$ cat config.mk
export PLATFORM = sky130hd
export DESIGN_NAME = unsigned_to_radix_digits
export DESIGN_NICKNAME = d
export VERILOG_FILES = /design/src/rtl/core/utrd_pkg.sv /design/src/rtl/core/unsigned_to_radix_digits.sv /design/src/rtl/core/utrd_datapath.sv /design/src/rtl/core/utrd_ctrl.sv
export SDC_FILE = /design/constraint.sdc
export NUM_CORES = 1
export LEC_CHECK = 0
export BUFFER_PORTS_ARGS = -buffer_cell sky130_fd_sc_hd__clkbuf_2
export CORE_MARGIN = 4
export CORE_UTILIZATION = 53
export DETAILED_ROUTE_END_ITERATION = 8
export PLACE_DENSITY = 0.69
export SLEW_MARGIN = 20
export SYNTH_ARGS = -nofsm -noshare
export SYNTH_HDL_FRONTEND = slang
export SYNTH_SLANG_ARGS = --single-unit
$ cat constraint.sdc
create_clock -name clk -period 3.55 [get_ports clk]
set_input_delay 0.1775 -clock clk [delete_from_list [all_inputs] [get_ports clk]]
set_output_delay 0.1775 -clock clk [all_outputs]
set_load 0.01 [all_outputs]
$ cat src/rtl/core/utrd_pkg.sv
// Package for the unsigned-to-radix-digits converter.
// Holds the request and digit payload types, field widths, default sizes
// and the controller/datapath command and status structs. No dependencies.
`default_nettype none

package utrd_pkg;

  localparam int VALUE_W      = 64;
  localparam int RADIX_W      = 6;
  localparam int CHAR_W       = 8;
  localparam int COUNT_W      = 7;

  localparam int VALUE_BITS_DEF = 64;
  localparam int MAX_DIGITS_DEF = 64;

  localparam logic [RADIX_W-1:0] RADIX_MIN    = 6'd2;
  localparam logic [RADIX_W-1:0] RADIX_MAX    = 6'd36;
  localparam logic [RADIX_W-1:0] DECIMAL_BASE = 6'd10;
  localparam logic [CHAR_W-1:0]  CHAR_ZERO    = 8'h30;

  typedef struct packed {
    logic [VALUE_W-1:0] value;
    logic [RADIX_W-1:0] radix;
    logic [CHAR_W-1:0]  letter_start;
  } in_t;

  typedef struct packed {
    logic [CHAR_W-1:0]  digit_char;
    logic               last;
    logic [COUNT_W-1:0] digit_count;
  } out_t;

  typedef struct packed {
    logic load;
    logic div_step;
    logic store;
    logic rd;
    logic out_load;
  } cmd_t;

  typedef struct packed {
    logic quot_zero;
    logic store_full;
    logic rd_last;
  } sts_t;

endpackage

`default_nettype wire

$ cat src/rtl/core/unsigned_to_radix_digits.sv
// Top level of the unsigned-to-radix-digits converter.
// Instantiates utrd_ctrl and utrd_datapath; uses utrd_pkg types.
//
// Request channel (item_valid/item_ready/item): one value, a radix (clamped
// to 2..36) and the character code for digit ten. Digit channel
// (digit_valid/digit_ready/digit): one character per digit, most
// significant first, with last on the final digit and the digit count.
// A zero value yields the single digit '0'. Values needing more than
// MAX_DIGITS digits give only the low MAX_DIGITS digits.
// Each digit is produced by the shared restoring divider (one quotient bit
// per cycle) followed by a store step, then readout from the digit store goes
// through its registered read port and then the output register, digit by digit.
// The next request is taken once the final digit of the previous one has
// been loaded into the output register.
// Reset (rst, synchronous) returns the controller to idle and drops any
// pending digit. When the receiver stalls, the digit is held in the output
// register and readout pauses; a new request is still taken while the
// final digit waits.
`default_nettype none

module unsigned_to_radix_digits #(
  parameter int VALUE_BITS = utrd_pkg::VALUE_BITS_DEF,
  parameter int MAX_DIGITS = utrd_pkg::MAX_DIGITS_DEF
) (
  input  wire logic           clk,
  input  wire logic           rst,
  input  wire logic           item_valid,
  output logic                item_ready,
  input  wire utrd_pkg::in_t  item,
  output logic                digit_valid,
  input  wire logic           digit_ready,
  output utrd_pkg::out_t      digit
);
  import utrd_pkg::*;

  cmd_t cmd;
  sts_t sts;

  utrd_ctrl #(
    .VALUE_BITS(VALUE_BITS)
  ) u_ctrl (
    .clk        (clk),
    .rst        (rst),
    .item_valid (item_valid),
    .item_ready (item_ready),
    .digit_valid(digit_valid),
    .digit_ready(digit_ready),
    .sts        (sts),
    .cmd        (cmd)
  );

  utrd_datapath #(
    .VALUE_BITS(VALUE_BITS),
    .MAX_DIGITS(MAX_DIGITS)
  ) u_datapath (
    .clk  (clk),
    .item (item),
    .cmd  (cmd),
    .sts  (sts),
    .digit(digit)
  );

endmodule

`default_nettype wire

$ cat src/rtl/core/utrd_datapath.sv
// Datapath of the radix converter: restoring bit-serial divider, digit
// store memory, read pointer and output payload register.
// Depends on utrd_pkg for payload types and command/status structs.
`default_nettype none

module utrd_datapath #(
  parameter int VALUE_BITS = utrd_pkg::VALUE_BITS_DEF,
  parameter int MAX_DIGITS = utrd_pkg::MAX_DIGITS_DEF
) (
  input  wire logic          clk,
  input  wire utrd_pkg::in_t item,
  input  wire utrd_pkg::cmd_t cmd,
  output utrd_pkg::sts_t     sts,
  output utrd_pkg::out_t     digit
);
  import utrd_pkg::*;

  localparam int IDX_W = $clog2(MAX_DIGITS);
  localparam int CNT_W = $clog2(MAX_DIGITS + 1);

  function automatic logic [RADIX_W-1:0] clamp_radix(input logic [RADIX_W-1:0] r);
    logic [RADIX_W-1:0] c;
    c = r;
    if (r < RADIX_MIN) c = RADIX_MIN;
    if (r > RADIX_MAX) c = RADIX_MAX;
    return c;
  endfunction

  function automatic logic [CHAR_W-1:0] digit_to_char(input logic [RADIX_W-1:0] d,
                                                      input logic [CHAR_W-1:0] letter);
    logic [CHAR_W-1:0] dx;
    dx = {{(CHAR_W-RADIX_W){1'b0}}, d};
    if (d < DECIMAL_BASE) return CHAR_ZERO + dx;
    return letter + dx - {{(CHAR_W-RADIX_W){1'b0}}, DECIMAL_BASE};
  endfunction

  logic [VALUE_BITS-1:0] quot;
  logic [RADIX_W-1:0]    rem;
  logic [RADIX_W-1:0]    radix;
  logic [CHAR_W-1:0]     letter;
  logic [CNT_W-1:0]      cnt;
  logic [IDX_W-1:0]      rd_ptr;
  logic [RADIX_W-1:0]    rd_data;
  logic                  rd_last;
  logic [RADIX_W-1:0]    digit_store [MAX_DIGITS];

  logic [RADIX_W:0]      rem_sh;
  logic [RADIX_W:0]      rem_diff;
  logic                  q_bit;
  logic [CNT_W-1:0]      cnt_next;

  assign rem_sh   = {rem, quot[VALUE_BITS-1]};
  assign rem_diff = rem_sh - {1'b0, radix};
  assign q_bit    = (rem_sh >= {1'b0, radix});
  assign cnt_next = cnt + CNT_W'(1);

  assign sts.quot_zero  = (quot == '0);
  assign sts.store_full = (cnt_next == CNT_W'(MAX_DIGITS));
  assign sts.rd_last    = rd_last;

  always_ff @(posedge clk) begin
    if (cmd.load) begin
      quot   <= item.value[VALUE_BITS-1:0];
      rem    <= '0;
      radix  <= clamp_radix(item.radix);
      letter <= item.letter_start;
      cnt    <= '0;
    end else if (cmd.div_step) begin
      quot <= {quot[VALUE_BITS-2:0], q_bit};
      rem  <= q_bit ? rem_diff[RADIX_W-1:0] : rem_sh[RADIX_W-1:0];
    end else if (cmd.store) begin
      rem    <= '0;
      cnt    <= cnt_next;
      rd_ptr <= cnt[IDX_W-1:0];
    end else if (cmd.rd) begin
      rd_ptr <= rd_ptr - IDX_W'(1);
    end
  end

  always_ff @(posedge clk) begin
    if (cmd.store) begin
      digit_store[cnt[IDX_W-1:0]] <= rem;
    end
    if (cmd.rd) begin
      rd_data <= digit_store[rd_ptr];
      rd_last <= (rd_ptr == '0);
    end
  end

  always_ff @(posedge clk) begin
    if (cmd.out_load) begin
      digit.digit_char  <= digit_to_char(rd_data, letter);
      digit.last        <= rd_last;
      digit.digit_count <= COUNT_W'(cnt);
    end
  end

endmodule

`default_nettype wire

$ cat src/rtl/core/utrd_ctrl.sv
// Controller of the radix converter: request intake, divide step count,
// digit collection and most-significant-first readout with output valid.
// Depends on utrd_pkg for the command and status structs.
`default_nettype none

module utrd_ctrl #(
  parameter int VALUE_BITS = utrd_pkg::VALUE_BITS_DEF
) (
  input  wire logic           clk,
  input  wire logic           rst,
  input  wire logic           item_valid,
  output logic                item_ready,
  output logic                digit_valid,
  input  wire logic           digit_ready,
  input  wire utrd_pkg::sts_t sts,
  output utrd_pkg::cmd_t      cmd
);
  import utrd_pkg::*;

  localparam int STEP_W = $clog2(VALUE_BITS);

  typedef enum logic [2:0] {
    IDLE,
    DIV,
    STORE,
    READ,
    LOAD
  } state_t;

  state_t              state;
  logic [STEP_W-1:0]   step;
  logic                out_free;

  assign item_ready   = (state == IDLE);
  assign out_free     = !digit_valid || digit_ready;

  assign cmd.load     = (state == IDLE) && item_valid;
  assign cmd.div_step = (state == DIV);
  assign cmd.store    = (state == STORE);
  assign cmd.rd       = (state == READ) && out_free;
  assign cmd.out_load = (state == LOAD);

  always_ff @(posedge clk) begin
    if (rst) begin
      state       <= IDLE;
      step        <= '0;
      digit_valid <= 1'b0;
    end else begin
      if (digit_valid && digit_ready) digit_valid <= 1'b0;
      case (state)
        IDLE: begin
          if (item_valid) begin
            step  <= STEP_W'(VALUE_BITS - 1);
            state <= DIV;
          end
        end
        DIV: begin
          if (step == '0) state <= STORE;
          else step <= step - STEP_W'(1);
        end
        STORE: begin
          step <= STEP_W'(VALUE_BITS - 1);
          if (sts.quot_zero || sts.store_full) state <= READ;
          else state <= DIV;
        end
        READ: begin
          if (out_free) state <= LOAD;
        end
        LOAD: begin
          digit_valid <= 1'b1;
          state       <= sts.rd_last ? IDLE : READ;
        end
        default: state <= IDLE;
      endcase
    end
  end

  a_load_free: assert property (@(posedge clk) disable iff (rst)
    (state == LOAD) |-> !digit_valid)
    else $error("output register overwritten while holding a digit");

  a_accept_div: assert property (@(posedge clk) disable iff (rst)
    (item_valid && item_ready) |=> (state == DIV))
    else $error("accepted request did not start division");

  a_store_done: assert property (@(posedge clk) disable iff (rst)
    (state == STORE && (sts.quot_zero || sts.store_full)) |=> (state == READ))
    else $error("digit collection did not end on zero quotient or full store");

  a_last_idle: assert property (@(posedge clk) disable iff (rst)
    (state == LOAD && sts.rd_last) |=> (state == IDLE && digit_valid))
    else $error("final digit did not return controller to idle");

endmodule

`default_nettype wire

## Word-level counts from Yosys, hierarchy flattened

Memory sizes are Yosys's and may differ from the RTL's. A register that Yosys moved wholly into a read port is not among the register bits.
Index checks and enable logic that the tools add are counted.

- Add/subtract/negate cells: 7
- Reductions and logical operators: 20
- Bitwise operators: 2
- Eq/ne operators: 9
- Muxes and demuxes: 25
- Order comparisons: 4

Operator list:

| cell | number |
|---|---|
| $mux 64 | 2 |
| $logic_not 64->1 | 1 |
| $mux 6 | 8 |
| $pmux 6 s3 | 1 |
| $mux 8 | 2 |
| $pmux 3 s5 | 1 |
| $logic_not 6->1 | 2 |
| $sub 6x1->6 const B | 2 |
| $mux 3 | 3 |
| $reduce_and 3->1 | 3 |
| $add 8x6->8 | 1 |
| $reduce_bool 2->1 | 4 |
| $sub 8x4->8 const B | 1 |
| $add 6x6->7 const A | 1 |
| $add 7x1->7 const B | 1 |
| $eq 7x7->1 const B | 1 |
| $ge 7x6->1 | 1 |
| $eq 3x2->1 const B | 2 |
| $gt 6x6->1 const B | 1 |
| $lt 6x2->1 const B | 1 |
| $lt 6x4->1 const B | 1 |
| $mux 1 | 6 |
| $sub 6x6->6 | 1 |
| $mux 2 | 2 |
| 12 further kinds | 18 |

- Logic and storage cells: 82
- Bits in writable memories: 384
- Flip-flop bits (word level): 124
- Output and inout bits: 18
- Memories kept: 1

Memories:

| memory | depth | bits a word | rd ports | clocked after Yosys merged registers in | write ports | RTL line | RTL |
|---|---|---|---|---|---|---|---|
| u_datapath.digit_store | 64 | 6 | 1 | 1 | 1 | utrd_datapath.sv:45 | `logic [RADIX_W-1:0] digit_store [MAX_DIGITS];` |

## Logic depth before layout (Yosys ltp)

- Depth in word-level cells: 5
- Depth in mapped cells: 11
- Mapped depth without buffers: 11

## Cells and area by module

From an unflattened synthesis, not the netlist that was laid out.

- Cell total of the unflattened synthesis: 1,240
- Area total of the unflattened synthesis: 21,287.9 µm²

Modules (own cells, without submodules):

| module | cells an instance | sequential area each (µm²) | area each (µm²) | times used |
|---|---|---|---|---|
| utrd_datapath | 1,164 | 15,004.4 | 20,661.1 | 1 |
| utrd_ctrl | 76 | 200.2 | 626.9 | 1 |

## Worst setup path before layout

Ideal clock, no wire load.

- Path kind: reg-to-reg
- Start: register u_datapath.rem[0]
- End: register u_datapath.rem[3]
- Arrival: 2.904 ns
- Path buffers: 0
- Path slack: 0.528 ns
- Cell stages (with the launch flop): 8
- Clock period less this slack: 3.022 ns
- Cell sequence: dfxtp_1 > ha_1 > nor2b_1 > o31a_1 > o31a_1 > nor2_2 > mux2_2 > a22o_1

- Word-level cells in the longest chain between the ends: 3
- Elaborated cells on any way between the ends: 4

RTL lines:

| what | RTL line | RTL |
|---|---|---|
| from (decl) | utrd_datapath.sv:38 | `logic [RADIX_W-1:0] rem;` |
| from (signal assigned) | utrd_datapath.sv:70 | `rem <= q_bit ? rem_diff[RADIX_W-1:0] : rem_sh[RADIX_W-1:0];` |
| $sub 6x6->6 / $ge 7x6->1 (equally long branches) | utrd_datapath.sv:53, utrd_datapath.sv:54 |  |
| $mux 6 * | utrd_datapath.sv:70 |  |
| $mux 6 * | utrd_datapath.sv:68 | `end else if (cmd.div_step) begin` |

Mark *: on every way between the ends. The rest lies on a longest branch, timed or not.
A chain may end at the register's enable or synchronous reset.

## Final worst setup path

- Start: register u_ctrl.state[1]
- End: memory u_datapath.digit_store[14][1] (enable)

- Word-level cells in the longest chain between the ends: 3

RTL lines:

| what | RTL line | RTL |
|---|---|---|
| from (decl) | utrd_ctrl.sv:30 | `state_t state;` |
| from (signal assigned) | utrd_ctrl.sv:71 | `state <= sts.rd_last ? IDLE : READ;` |
| $eq 3x2->1 | utrd_ctrl.sv:39 | `assign cmd.store = (state == STORE);` |
| $mux 1 | utrd_datapath.sv:81 | `if (cmd.store) begin` |
| $mux 1 (not written as such) | utrd_datapath.sv:82 | `digit_store[cnt[IDX_W-1:0]] <= rem;` |
| to (decl) | utrd_datapath.sv:45 |  |

Every way passes these cells.

==> reports/results.ini <==
[synth]
synth_area_per_cell_um2 = 15.89
synthesis.area_mm2 = 0.02131
synth_cell_types = 65
ys_seq_elements = 514
synth_edf_count = 491
yosysWarnings = 0
seq_area_frac_synth_pct = 71.36
synth_ff_type = edfxtp_1
syn_nets = 1451
syn_inst = 1341
synthArstFlopShare_pct = 0

[cts]
cts_root_buf = clkbuf_16
tritoncts = built
cts_buffers = 51
cts_sinks = 514
cts.path.max_buffers = 3
clock_latency_ns = 0.58
cts.htree.levels = 2
path_clk_slew_ns = 0.06

[routing]
drc = 0
routedWlPerCell_um = 23.09
vias_per_cell = 5.859
drt_iter0_drc = 1174
ant_nets = 0
drt_wl_total_um = 48440
vias = 12290
firstDrtPassIters = 6

[critical_path]
critPathKind = reg -> reg
cp-start-kind = flop
r2r_end = u_datapath.digit_store[14][1]$_DFFE_PP_
cp.arrival_ns = 3.09
path_max_fanout = 15
crit_required_ns = 3.76
cp-startpoint = u_ctrl.state[1]$_SDFFE_PP0P_
regToRegStartpoint = u_ctrl.state[1]$_SDFFE_PP0P_
reg2reg_depth = 4
worst_setup_path_end_kind = flop
r2r_slack_ns = 0.68
crit_end = u_datapath.digit_store[14][1]$_DFFE_PP_

[power_and_ir_drop]
power.ir.vdd_worst_uv = 440.3
power.density_mw_per_mm2 = 652.3
p_leak_nw = 8.888

[place]
dp_hpwl_um = 29750
gp_congestion = 0.8437
portBuffers = 99

[global_route]
grt_start_max_net_pins = 67
grt_pass1_vias = 12540
grt_pass1_wl_um = 75360
antenna_found_initial = 0
gr-usage-all-layers_pct = 22.59
gr-total-overflow = 0

[timing]
slew_viol_final = 0
min_period_over_period_pct = 80.92
tns_ns = 0
max_freq_ghz = 0.3481
setup_viol = 0
tightest_slew_ns = 1.080
rsz0062_at_grt = no
hold_violations = 0
maxSlewHeadroom_pct = 27.74
period_minus_slack_ns = 2.873
holdWs_ns = 0.08639
skew_ns = 0.01237

[floorplan]
core_mm2 = 0.03973
io_pins = 100
die_h_um = 208.5
start_util_pct = 53.63
dieArea_mm2 = 0.04347
fp-row-count = 73
die_w_um = 208.5

[finish]
drive_above_1_share_pct = 18.50
fin_nets = 1644
layout_commonest_cell = edfxtp_1
final_cell_mix = edfxtp_1 (491), nand2_1 (233), clkbuf_2 (99), nor2_1 (94), dlygate4sd3_1 (83)
num_antenna_cells = 0
fill_cells = 2810
multi_input_area_mm2 = 0.005603
seqCellArea_mm2 = 0.01521
syn_to_final_growth_pct = 16.57

[run]
drv_cap = 0

[outcome]
status = finished, final reports clean

[worst_hold_path]
worstHoldPathType = in -> reg

-- repair_timing --
| action | CTS | global route |
|---|---|---|
| endpoints found under the hold margin | 88 | 0 |
| buffers inserted | 0 | 0 |
| gates resized for setup | 0 | 0 |
| hold buffers | 83 | 0 |
-- cell type report --
| type | instances | share of cell area [%] |
|---|---|---|
| inverters | 38 | 0.5743 |
| clock inverters | 32 | 1.184 |
| multi-input cells | 722 | 22.56 |
| repair buffers | 207 | 6.347 |
| clock buffers | 60 | 5.446 |
| flip-flops and latches | 514 | 61.25 |
| well taps | 525 | 2.645 |
-- cells in the mapped netlist (3+ instances only) --
| cell | number | area share [%] |
|---|---|---|
| or3_1 | 8 | 0.23 |
| clkbuf_1 | 34 | 0.60 |
| buf_2 | 13 | 0.31 |
| xnor2_1 | 11 | 0.45 |
| nand4_1 | 8 | 0.23 |
| a21oi_1 | 34 | 0.80 |
| a22oi_1 | 15 | 0.53 |
| a221oi_1 | 9 | 0.37 |
| nand3_1 | 16 | 0.38 |
| a21o_1 | 4 | 0.14 |
| and3_1 | 4 | 0.12 |
| o221ai_1 | 9 | 0.37 |
| xor2_1 | 8 | 0.33 |
| buf_6 | 7 | 0.37 |
| nor2b_1 | 7 | 0.21 |
| o21ai_0 | 22 | 0.52 |
| mux4_1 | 14 | 1.7 |
| nor2_1 | 94 | 1.7 |
| mux2i_1 | 30 | 1.4 |
| mux2_2 | 5 | 0.26 |
| edfxtp_1 | 491 | 69 |
| nand2b_1 | 10 | 0.29 |
| nor3_1 | 13 | 0.31 |
| a311oi_1 | 4 | 0.16 |
| nand2_1 | 235 | 4.1 |
| a22o_1 | 3 | 0.12 |
| dfxtp_1 | 23 | 2.2 |
| ha_1 | 26 | 1.5 |
| nor4_1 | 17 | 0.50 |
| mux4_2 | 73 | 7.7 |
| inv_1 | 36 | 0.63 |
| buf_1 | 8 | 0.14 |
| o211ai_1 | 3 | 0.11 |
-- power by group --
group          total [mW]  switching (mW)  internal (mW)  leakage [nW]
logic                2.86            1.89          0.974          3.31
registers            8.03           0.257           7.77          4.76
clock network        5.31            2.17           3.14         0.811
-- per-layer routing --
| metal | GRT usage [%] | vias up | wire length [um] |
|---|---|---|---|
| met4 | 7.361 | 0 | 1710 |
| met5 | 0 | - | 0 |
| met3 | 5.398 | 114 | 3665 |
| met1 | 31.22 | 6103 | 19600 |
| li1 | - | 5532 | - |
| met2 | 36.01 | 543 | 23470 |
-- registers in the layout, indices dropped and copies added, names as in the netlist --
| register | cells |
|---|---|
| u_ctrl.digit_valid | 1 |
| u_ctrl.state | 3 |
| u_ctrl.step | 6 |
| u_datapath.cnt | 7 |
| u_datapath.digit | 16 |
| u_datapath.digit_store | 384 |
| u_datapath.letter | 8 |
| u_datapath.quot | 64 |
| u_datapath.radix | 6 |
| u_datapath.rd_data | 6 |
| u_datapath.rd_last | 1 |
| u_datapath.rd_ptr | 6 |
| u_datapath.rem | 6 |
-- cell families (layout without fill, tap and decap cells) --
| group | Yosys count | in the layout | share of synthesized area, % |
|---|---|---|---|
| AOI/OAI and AO/OA | 124 | 124 | 3.911 |
| and+or+nand+nor | 427 | 427 | 8.609 |
| buffers and inverters | 105 | 337 | 2.390 |
| DFF | 514 | 514 | 71.36 |
| adders and majority gates | 29 | 29 | 1.762 |
| xor gates and xnor gates | 19 | 19 | 0.7810 |
| muxes | 123 | 123 | 11.19 |
-- worst min-delay path by stage --
stage / start / end / cells after the start
global route: digit_ready / u_ctrl.state[0]$_SDFFE_PP0P_ / 6
global placement: item[7] / u_datapath.letter[7]$_DFFE_PP_ / 1
CTS: digit_ready / u_ctrl.state[0]$_SDFFE_PP0P_ / 6
floorplan: item[0] / u_datapath.letter[0]$_DFFE_PP_ / 0
finish: digit_ready / u_ctrl.state[0]$_SDFFE_PP0P_ / 6
detailed placement: item[4] / u_datapath.letter[4]$_DFFE_PP_ / 1
-- metrics by stage --
stage	total power, mW	instances	worst slack [ns]	util [%]	cell area, um2
4_1_cts	16.30	2098	0.7105	62.50	24830
3_5_place_dp	10.94	1923	0.7100	56.27	22360
6_report	16.20	2098	0.6773	62.51	24840
2_1_floorplan	9.913	1341	0.5281	-	21310
3_3_place_gp	10.88	1923	0.8221	56.27	22360
5_1_grt	16.92	2098	0.4729	62.51	24840
-- worst max-delay path: stages (launching register included) --
cell and delay, ns:
dfxtp_1 0.60, nand3_1 0.37, nor2_1 0.34, nand3_1 0.56
nor2_1 0.63
Power figures use the tool's default switching activity.
